### config.mk
export PLATFORM = sky130hd
export DESIGN_NAME = periodic_task_scheduler_core
export DESIGN_NICKNAME = d
export VERILOG_FILES = /design/src/design/pts_pkg.sv /design/src/design/pts_ram.sv /design/src/design/periodic_task_scheduler_core.sv
export SDC_FILE = /design/constraint.sdc
export NUM_CORES = 1
export LEC_CHECK = 0
export BUFFER_PORTS_ARGS = -buffer_cell sky130_fd_sc_hd__buf_2
export CAP_MARGIN = 10
export CORE_MARGIN = 2
export CORE_UTILIZATION = 50
export DETAILED_ROUTE_END_ITERATION = 8
export PLACE_DENSITY = 0.66
export SLEW_MARGIN = 0
export SYNTH_ARGS = -nofsm -noshare
export SYNTH_HDL_FRONTEND = slang
export SYNTH_SLANG_ARGS = --single-unit
### constraint.sdc
create_clock -name i_clk -period 9.58 [get_ports i_clk]
set_input_delay 1.916 -clock i_clk [delete_from_list [all_inputs] [get_ports i_clk]]
set_output_delay 1.916 -clock i_clk [all_outputs]
set_load 0.005 [all_outputs]
### src/design/pts_pkg.sv
// ----------------------------------------------------------------------------
// Periodic task scheduler package
// Shared types and constants for the periodic task scheduler core.
// ----------------------------------------------------------------------------
package pts_pkg;

    // Margin added to every period when ranking tasks for the next check.
    localparam logic [31:0] SAFETY_MARGIN_MS = 32'd100000;
    // Last-fired time given to a newly added task.
    localparam logic [31:0] INITIAL_LAST_MS  = 32'd0;

    // Kinds of input request, carried on tuser.
    localparam logic ACT_ADD  = 1'b0;
    localparam logic ACT_TICK = 1'b1;

    // Width of one task entry: period in the high half, last-fired time low.
    localparam int ENTRY_W = 64;

    // Sequencer states, one-hot.
    typedef enum logic [4:0] {
        S_IDLE  = 5'b00001,
        S_CHECK = 5'b00010,
        S_SCAN  = 5'b00100,
        S_EMIT  = 5'b01000,
        S_SPARE = 5'b10000
    } t_state;

endpackage

### src/design/pts_ram.sv
// ----------------------------------------------------------------------------
// Periodic task scheduler RAM
// Generic single-write, single-read synchronous RAM with registered read data.
// ----------------------------------------------------------------------------
module pts_ram #(
    parameter int WIDTH = 64,
    parameter int DEPTH = 8
) (
    input  logic                                       i_clk,
    input  logic                                       i_we,
    input  logic [((DEPTH > 1) ? $clog2(DEPTH) : 1)-1:0] i_waddr,
    input  logic [WIDTH-1:0]                           i_wdata,
    input  logic                                       i_re,
    input  logic [((DEPTH > 1) ? $clog2(DEPTH) : 1)-1:0] i_raddr,
    output logic [WIDTH-1:0]                           o_rdata
);

    logic [WIDTH-1:0] r_mem [DEPTH];
    logic [WIDTH-1:0] r_rdata;

    // Write port.
    always_ff @(posedge i_clk) begin
        if (i_we) begin
            r_mem[i_waddr] <= i_wdata;
        end
    end

    // Registered read port.
    always_ff @(posedge i_clk) begin
        if (i_re) begin
            r_rdata <= r_mem[i_raddr];
        end
    end

    assign o_rdata = r_rdata;

endmodule

### src/design/periodic_task_scheduler_core.sv
// ----------------------------------------------------------------------------
// Periodic task scheduler core
// Table of periodic tasks held in one RAM; add and tick requests in, one
// result per request out.
// ----------------------------------------------------------------------------
// An add request with room writes the task to the next free entry in the
// accept cycle and then goes to the result. A tick on an empty table goes
// straight to the result, and a tick whose selected task is not due takes
// one RAM read and one check. A tick that fires a task writes the fired entry
// back and then reads every stored entry once from the task RAM, one per
// cycle, through a two-stage slack and compare pipeline that picks the next
// task to check.
// One request is worked on at a time; the result register lets the next
// request in while a result waits to be taken.
module periodic_task_scheduler_core
    import pts_pkg::*;
#(
    parameter int MAX_TASKS = 8
) (
    input  logic        i_clk,
    input  logic        i_rst_n,
    // Request channel.
    input  logic        i_s_tvalid,
    output logic        o_s_tready,
    input  logic [63:0] i_s_tdata,   // [31:0] period_ms, [63:32] now_ms
    input  logic [0:0]  i_s_tuser,   // [0] action (0 add, 1 tick)
    // Result channel.
    output logic        o_m_tvalid,
    input  logic        i_m_tready,
    output logic [7:0]  o_m_tdata    // [0] accepted, [1] fire, [4:2] task_index, [7:5] zero
);

    localparam int ADDR_W = (MAX_TASKS > 1) ? $clog2(MAX_TASKS) : 1;
    localparam int CNT_W  = $clog2(MAX_TASKS + 1);
    localparam logic [CNT_W-1:0] MAX_CNT = CNT_W'(MAX_TASKS);

    // Control registers.
    t_state            r_state, n_state;
    logic [CNT_W-1:0]  r_count;
    logic [ADDR_W-1:0] r_sel;
    logic [CNT_W-1:0]  r_ptr;
    logic              r_v1, r_v2;
    logic              r_out_valid;

    // Payload registers.
    logic [31:0]       r_now;
    logic [ADDR_W-1:0] r_tsel;
    logic [ADDR_W-1:0] r_i1, r_i2, r_best;
    logic [31:0]       r_slack, r_best_slack;
    logic              r_res_acc, r_res_fire;
    logic [2:0]        r_res_idx;
    logic [7:0]        r_out_data;

    // RAM ports.
    logic               mem_we, mem_re;
    logic [ADDR_W-1:0]  mem_waddr, mem_raddr;
    logic [ENTRY_W-1:0] mem_wdata, mem_rdata;

    logic              s_acc, is_add, is_tick, room, due, scan_rd, scan_done, out_load;
    logic [ADDR_W-1:0] sel_eff;
    logic [31:0]       rd_period, rd_last, age;

    assign s_acc    = i_s_tvalid && o_s_tready;
    assign is_add   = (i_s_tuser[0] == ACT_ADD);
    assign is_tick  = (i_s_tuser[0] == ACT_TICK);
    assign room     = (r_count < MAX_CNT);
    assign sel_eff  = (CNT_W'(r_sel) >= r_count) ? '0 : r_sel;

    assign rd_period = mem_rdata[63:32];
    assign rd_last   = mem_rdata[31:0];
    assign age       = r_now - rd_last;
    assign due       = (age >= rd_period);

    assign scan_rd   = (r_state == S_SCAN) && (r_ptr < r_count);
    assign scan_done = (r_state == S_SCAN) && (r_ptr == r_count) && !r_v1 && !r_v2;
    assign out_load  = (r_state == S_EMIT) && (!r_out_valid || i_m_tready);

    assign o_s_tready = (r_state == S_IDLE);
    assign o_m_tvalid = r_out_valid;
    assign o_m_tdata  = r_out_data;

    // RAM access: add writes the new entry, a firing check writes back the
    // fired entry; reads come from the tick accept and from the scan.
    always_comb begin
        mem_we    = 1'b0;
        mem_waddr = r_count[ADDR_W-1:0];
        mem_wdata = {i_s_tdata[31:0], INITIAL_LAST_MS};
        if (s_acc && is_add && room) begin
            mem_we = 1'b1;
        end else if ((r_state == S_CHECK) && due) begin
            mem_we    = 1'b1;
            mem_waddr = r_tsel;
            mem_wdata = {rd_period, r_now};
        end
        mem_re    = (s_acc && is_tick && (r_count != '0)) || scan_rd;
        mem_raddr = (r_state == S_IDLE) ? sel_eff : r_ptr[ADDR_W-1:0];
    end

    pts_ram #(
        .WIDTH (ENTRY_W),
        .DEPTH (MAX_TASKS)
    ) u_task_ram (
        .i_clk   (i_clk),
        .i_we    (mem_we),
        .i_waddr (mem_waddr),
        .i_wdata (mem_wdata),
        .i_re    (mem_re),
        .i_raddr (mem_raddr),
        .o_rdata (mem_rdata)
    );

    // Next-state logic of the sequencer.
    always_comb begin
        n_state = r_state;
        unique case (r_state)
            S_IDLE: begin
                if (s_acc) begin
                    n_state = (is_tick && (r_count != '0)) ? S_CHECK : S_EMIT;
                end
            end
            S_CHECK: begin
                n_state = due ? S_SCAN : S_EMIT;
            end
            S_SCAN: begin
                if (scan_done) begin
                    n_state = S_EMIT;
                end
            end
            S_EMIT: begin
                if (out_load) begin
                    n_state = S_IDLE;
                end
            end
            default: begin
                n_state = S_IDLE;
            end
        endcase
    end

    // Control registers.
    always_ff @(posedge i_clk) begin
        if (!i_rst_n) begin
            r_state     <= S_IDLE;
            r_count     <= '0;
            r_sel       <= '0;
            r_ptr       <= '0;
            r_v1        <= 1'b0;
            r_v2        <= 1'b0;
            r_out_valid <= 1'b0;
        end else begin
            r_state <= n_state;
            if (s_acc && is_add && room) begin
                r_count <= r_count + 1'b1;
            end
            if (r_state == S_CHECK) begin
                r_ptr <= '0;
            end else if (scan_rd) begin
                r_ptr <= r_ptr + 1'b1;
            end
            r_v1 <= scan_rd;
            r_v2 <= r_v1;
            if (scan_done) begin
                r_sel <= r_best;
            end
            if (out_load) begin
                r_out_valid <= 1'b1;
            end else if (i_m_tready) begin
                r_out_valid <= 1'b0;
            end
        end
    end

    // Request payload and result fields.
    always_ff @(posedge i_clk) begin
        if (s_acc) begin
            r_now      <= i_s_tdata[63:32];
            r_tsel     <= sel_eff;
            r_res_fire <= 1'b0;
            r_res_acc  <= is_add && room;
            r_res_idx  <= (is_add && room) ? 3'(r_count) : 3'd0;
        end
        if (r_state == S_CHECK) begin
            r_res_fire <= due;
            r_res_idx  <= due ? 3'(r_tsel) : 3'd0;
        end
        if (out_load) begin
            r_out_data <= {3'b000, r_res_idx, r_res_fire, r_res_acc};
        end
    end

    // Scan pipeline: slack of each entry, then the running minimum.
    always_ff @(posedge i_clk) begin
        r_i1    <= r_ptr[ADDR_W-1:0];
        r_i2    <= r_i1;
        r_slack <= (rd_period + SAFETY_MARGIN_MS) - age;
        if (r_v2 && ((r_i2 == '0) || (r_slack < r_best_slack))) begin
            r_best       <= r_i2;
            r_best_slack <= r_slack;
        end
    end

    // The task count never passes the table size.
    a_count_bound: assert property (@(posedge i_clk) disable iff (!i_rst_n)
        r_count <= MAX_CNT)
        else $error("task count exceeds table size");

    // Whenever the table is not empty, the selected task is a stored one.
    a_sel_stored: assert property (@(posedge i_clk) disable iff (!i_rst_n)
        (r_count != '0) |-> (CNT_W'(r_sel) < r_count))
        else $error("selected task is not stored");

    // An add with room grows the table by exactly one.
    a_add_grows: assert property (@(posedge i_clk) disable iff (!i_rst_n)
        (s_acc && is_add && room) |=> (r_count == $past(r_count) + 1'b1))
        else $error("add did not store a task");

    // A result never reports both an added and a fired task.
    a_one_kind: assert property (@(posedge i_clk) disable iff (!i_rst_n)
        r_out_valid |-> !(r_out_data[0] && r_out_data[1]))
        else $error("result marks both accepted and fire");

    // The scan only runs after a firing check.
    a_scan_entry: assert property (@(posedge i_clk) disable iff (!i_rst_n)
        $rose(r_state == S_SCAN) |-> ($past(r_state) == S_CHECK))
        else $error("scan entered without a fired task");

endmodule

# Word level (Yosys, flattened, before mapping)
# Memory sizes are Yosys's and may differ from the RTL's. A register that Yosys moved wholly into a read port is not among the register bits.
# Index checks and enable logic that the tools add are counted.
word_totals:
  register_bits: 137
  mem_bits_rw: 512
  inputBits: 69
  memories: 1
op_classes:
  addsub: 5
  order_cmp: 5
  n_eq_ne: 8
  muxes: 24
  bitwise: 2
  reduce_logical: 26
memory_table:
  columns: ["name", "depth", "width", "read_ports", "rd_clocked_by_memory_dff", "write_ports", "line_no", "source"]
  rows:
  - ["u_task_ram.r_mem", 8, 64, 1, 1, 1, "pts_ram.sv:18", "logic [WIDTH-1:0] r_mem [DEPTH];"]
ops:
  columns: ["cell", "n"]
  rows:
  - ["$mux 64", 2]
  - ["$sub 32x32->32", 2]
  - ["$add 32x17->32 const B", 1]
  - ["$ge 32x32->1", 1]
  - ["$lt 32x32->1", 1]
  - ["$mux 3", 8]
  - ["$pmux 5 s4", 1]
  - ["$mux 5", 3]
  - ["$logic_and 1x1->1", 14]
  - ["$add 4x1->4 const B", 2]
  - ["$mux 1", 8]
  - ["$mux 4", 2]
  - ["$eq 5x1->1 const B", 1]
  - ["$eq 5x2->1 const B", 1]
  - ["$eq 5x3->1 const B", 1]
  - ["$eq 5x4->1 const B", 1]
  - ["$eq 4x4->1", 1]
  - ["$ge 3x4->1", 1]
  - ["$lt 4x4->1", 1]
  - ["$lt 4x4->1 const B", 1]
  - ["$ne 2x2->1 const B", 2]
  - ["$reduce_bool 2->1", 2]
  - ["$reduce_bool 4->1", 1]
  - ["$logic_not 1->1", 3]
  - ["other kinds (6)", 9]

# Longest topological paths before layout
depth:
  depth_word: 7
  depth_mapped: 25
  mapped_depth_nobuf: 24

# Cells and area by module
# From an unflattened synthesis, not the netlist that was laid out.
hier_totals:
  cells_unflattened: 1853
  area_unflattened_um2: 31390.1
by_module_without_submodules:
  columns: ["module", "instances", "cells_per_inst", "area_each_um2", "seq_area_each_um2"]
  rows:
  - ["pts_ram", 1, 816, 21187.8, 17296.6]
  - ["periodic_task_scheduler_core", 1, 1037, 10202.3, 3523.4]

# Least setup slack after synthesis
# OpenSTA, ideal clock, no wires.
synth_path:
  path_type: "reg2reg"
  from: "reg r_now[0]"
  to: "mem u_task_ram.r_mem[2][0], enable pin"
  setup_time_ns: 0.507
  arrival_ns: 6.970
  t_required_ns: 9.073
  slack_ns: 2.103
  stages_incl_launch_ff: 26
  period_less_slack_ns: 7.477
  path_cell_list: "edfxtp_1 inv_1 ha_1 inv_1 fa_1 a211oi_2 o21ai_1 a21o_1 a21oi_1 o21ai_0 a21oi_1 xnor2_1 ha_1 inv_1 fa_1 inv_1 o21ai_0 nand3_1 a211oi_1 o31ai_1 a21o_1 nor2b_4 buf_6 buf_2 nand3b_1 a21oi_1"
synth_between:
  elab_chain_cells: 7
  elab_cells_between_ends: 9
synth_rtl:
  columns: ["item", "line_no", "source"]
  rows:
  - ["from (decl)", "periodic_task_scheduler_core.sv:46", "logic [31:0] r_now;"]
  - ["from (signal assigned)", "periodic_task_scheduler_core.sv:176", "r_now <= i_s_tdata[63:32];"]
  - ["$sub 32x32->32 (*)", "periodic_task_scheduler_core.sv:71", "assign age = r_now - rd_last;"]
  - ["$ge 32x32->1 (*)", "periodic_task_scheduler_core.sv:72", "assign due = (age >= rd_period);"]
  - ["$logic_and 1x1->1 (*)", "periodic_task_scheduler_core.sv:90", "end else if ((r_state == S_CHECK) && due) begin"]
  - ["$mux 1", "periodic_task_scheduler_core.sv:90", null]
  - ["$mux 1", "periodic_task_scheduler_core.sv:88", "if (s_acc && is_add && room) begin"]
  - ["$mux 1", "pts_ram.sv:23", "if (i_we) begin"]
  - ["$mux 1 (implied by the code)", "pts_ram.sv:24", "r_mem[i_waddr] <= i_wdata;"]
  - ["to (decl)", "pts_ram.sv:18", null]
# Every way passes the cells marked *; elsewhere a longest branch is shown, timed or not.

# Final worst setup path
layout_path:
  from: "reg r_now[0]"
  to: "mem u_task_ram.r_mem[3][0], enable pin"
# Same word-level chain as after synthesis.

==> impl_metrics.env <==
export IMPL_seq_area_frac_synth_pct=64.68
export IMPL_drtIter0Drc=1614
export IMPL_start_kind="register"
export IMPL_synth_largest_area_cell="edfxtp_1"
export IMPL_cp_arrival_ps=7030
export IMPL_ctsHoldBuffers=0
export IMPL_gr_total_overflow=0
export IMPL_cap_viol_max_count=0
export IMPL_post_cts_buffers=0
export IMPL_hold_violations=0
export IMPL_ios=79
export IMPL_vias=20820
export IMPL_insertion_delay_ps=630
export IMPL_clk_pin_slew_worst_paths_ps=60
export IMPL_cts_tree="built"
export IMPL_cpMostUsedCell="inv_1"
export IMPL_drive_gt1_share_pct=9.996
export IMPL_switching_share_pct=25.35
export IMPL_crit_family="compound AO/OA/AOI/OAI gates"
export IMPL_slew_violations=0
export IMPL_cts_resized=0
export IMPL_cts_buffers_inserted=74
export IMPL_grt_usage_pct=23.76
export IMPL_required_ps=9840
export IMPL_core_area_sq_um=64000
export IMPL_dr_pass1_iters=5
export IMPL_synth_cells=2711
export IMPL_power_frac_comb_pct=13.8
export IMPL_synthToLayoutAreaGrowth_pct=11.30
export IMPL_ir_drop_uv=121.8
export IMPL_synthFlopType="edfxtp_1"
export IMPL_fin_crit_ps=6761
export IMPL_critPathSlowestCell="a21oi_4"
export IMPL_viasPerCell=5.634
export IMPL_slew_headroom_pct=21.32
export IMPL_ant_nets=0
export IMPL_r2r_start="r_now[0]$_DFFE_PP_"
export IMPL_fin_worst_skew_ps=23.20
export IMPL_h_tree_depth=3
export IMPL_io_buffers=75
export IMPL_grt_antenna_before_repair=0
export IMPL_clock_sinks=712
export IMPL_max_freq_ghz=0.1479
export IMPL_routed_wl_mm=78.65
export IMPL_netlist_area_sq_um=32190
export IMPL_worstMarginPinSlew_ps=1178
export IMPL_n_antenna_cell=0
export IMPL_final_nets=3017
export IMPL_grt_pass1_vias=20680
export IMPL_p_per_area_nw_per_um2=206.6
export IMPL_clockBufferDepth=3
export IMPL_fp_dieH_um=257.7
export IMPL_seqPwrFrac_pct=48.9
export IMPL_syn_area_per_cell_sq_um=11.87
export IMPL_max_stage_delay_ps=990
export IMPL_ys_types=75
export IMPL_finalCritPeriodShare_pct=70.58
export IMPL_fin_area_sq_um=35830
export IMPL_ys_top_cells_by_area="edfxtp_1 (61%), nand2_1 (7.2%), ha_1 (6.4%), nand3_1 (5.2%), dfxtp_1 (3.5%)"
export IMPL_fp_dieW_um=257.7
export IMPL_globalplace_congestion=0.9808
export IMPL_drc=0
export IMPL_status="complete, no violations"
export IMPL_hp_start="r_i1[0]$_DFF_P_"
export IMPL_internal_power_w=0.005525
export IMPL_setup_viol=0
export IMPL_hpwl_mm=48.56
export IMPL_grt_max_degree=101
export IMPL_wire_per_inst_um=21.28
export IMPL_mostFrequentLayoutCells="edfxtp_1 (656), nand2_1 (619), nand3_1 (332)"
export IMPL_p_clk_share_pct=37.3
export IMPL_root_buffer="clkbuf_16"
export IMPL_critPathKind="reg2reg"
export IMPL_synthArstFlopShare_pct=0
export IMPL_layout_commonest_cell="edfxtp_1"
export IMPL_rsz0062_at_grt="false"
export IMPL_initial_core_util_pct=50.30
export IMPL_synth_edf_count=656
export IMPL_num_rows=93
export IMPL_ys_seq_elements=712
export IMPL_dieArea_sq_um=66420
export IMPL_synth_warnings=0
export IMPL_timing_setup_tns_ps=0
export IMPL_cp_startpoint="r_now[0]$_DFFE_PP_"
export IMPL_p_sw_w=0.001876
export IMPL_crit_fanout=49
export IMPL_place_area_sq_um=33510
export IMPL_end_kind="register"
export IMPL_grt_pass1_wl_mm=121.1
export IMPL_cp_num_buf_inv=6
export IMPL_leakage_nw=14.21
export IMPL_synth_top_area_share_pct=61.20
export IMPL_hp_class="reg2reg"
## area by class of cell
class                      count  area, sq um
fill                        5316        28170
sequential                   712        20820
multi-input combinational   1729        10400
clock buffer                  89         1929
tap                          855         1070
timing repair buffer         107        628.1
inverter                     157        589.3
clock inverter                47        391.6
## stage by stage
| stage | power (W) | instances | hold slack [ps] | util (%) | setup WS, ps |
|---|---|---|---|---|---|
| floorplan | 0.004364 | 2713 | 309.6 | - | 2103 |
| global placement | 0.004653 | 3560 | 310.1 | 52.35 | 2772 |
| detailed placement | 0.004685 | 3560 | 312.1 | 52.35 | 2774 |
| CTS | 0.007440 | 3696 | 325.9 | 55.98 | 2740 |
| global route | 0.007685 | 3696 | 341.4 | 55.98 | 2367 |
| finish | 0.007401 | 3696 | 324.7 | 55.98 | 2819 |
## metal layers
metal  global-route usage (%)  up-vias  part of all wire, %
met3                    3.004      122                  5.0
met1                    32.18    10320                   44
met4                    8.076        0                  2.6
li1                         -     9766                    -
met5                        0        -                    0
met2                    39.84      613                   49
## flip-flops by register name (all words and copies together) (netlist names), 4 cells and up
register,flops
r_now,32
u_task_ram.r_mem,512
u_task_ram.o_rdata,64
r_state,4
r_count,4
r_ptr,4
r_best_slack,32
o_m_tdata,5
r_slack,32
## worst paths after layout
path	depth (start not counted)	slack (ps)	to
worst max-delay path	25	2820	u_task_ram.r_mem[3][0]$_DFFE_PP_
worst min register to register	0	320	r_i2[0]$_DFF_P_
worst min-delay path	0	320	r_i2[0]$_DFF_P_
worst max register to register	25	2820	u_task_ram.r_mem[3][0]$_DFFE_PP_
## cells by family after synthesis
logic type / Yosys count / share of synthesized area, %
xor+xnor: 58 / 1.578
compound gates: 317 / 6.394
simple gates: 1144 / 15.71
other cells: 1 / 0.01165
mux: 40 / 1.578
buf+inv: 272 / 3.491
flops: 712 / 64.68
fa+ha+maj: 167 / 6.561
## cells in the mapped netlist, drive strengths merged (6+ instances only)
cell type    n
edfxtp     656
nand2      619
nand3      333
ha         164
inv        157
o21ai      113
a21oi       76
buf         74
nor2        61
dfxtp       56
a21o        46
clkbuf      41
xnor2       40
and2        37
mux2        32
nand2b      21
nand4       19
xor2        18
nor3        14
nor2b       13
a31oi       11
and3        10
o21a         9
o21bai       9
a211oi       8
mux2i        8
o31a         7
o31ai        7
o211ai       6
## power groups by stage
stage               Sequential (W)  Clock [W]  Combinational, W
finish                     0.00362    0.00276           0.00102
global route               0.00363    0.00293           0.00113
CTS                        0.00362    0.00281           0.00101
detailed placement         0.00368          0           0.00101
global placement           0.00367          0          0.000982
floorplan                  0.00364          0          0.000724
No activity file was read; power rests on OpenSTA's default activity.
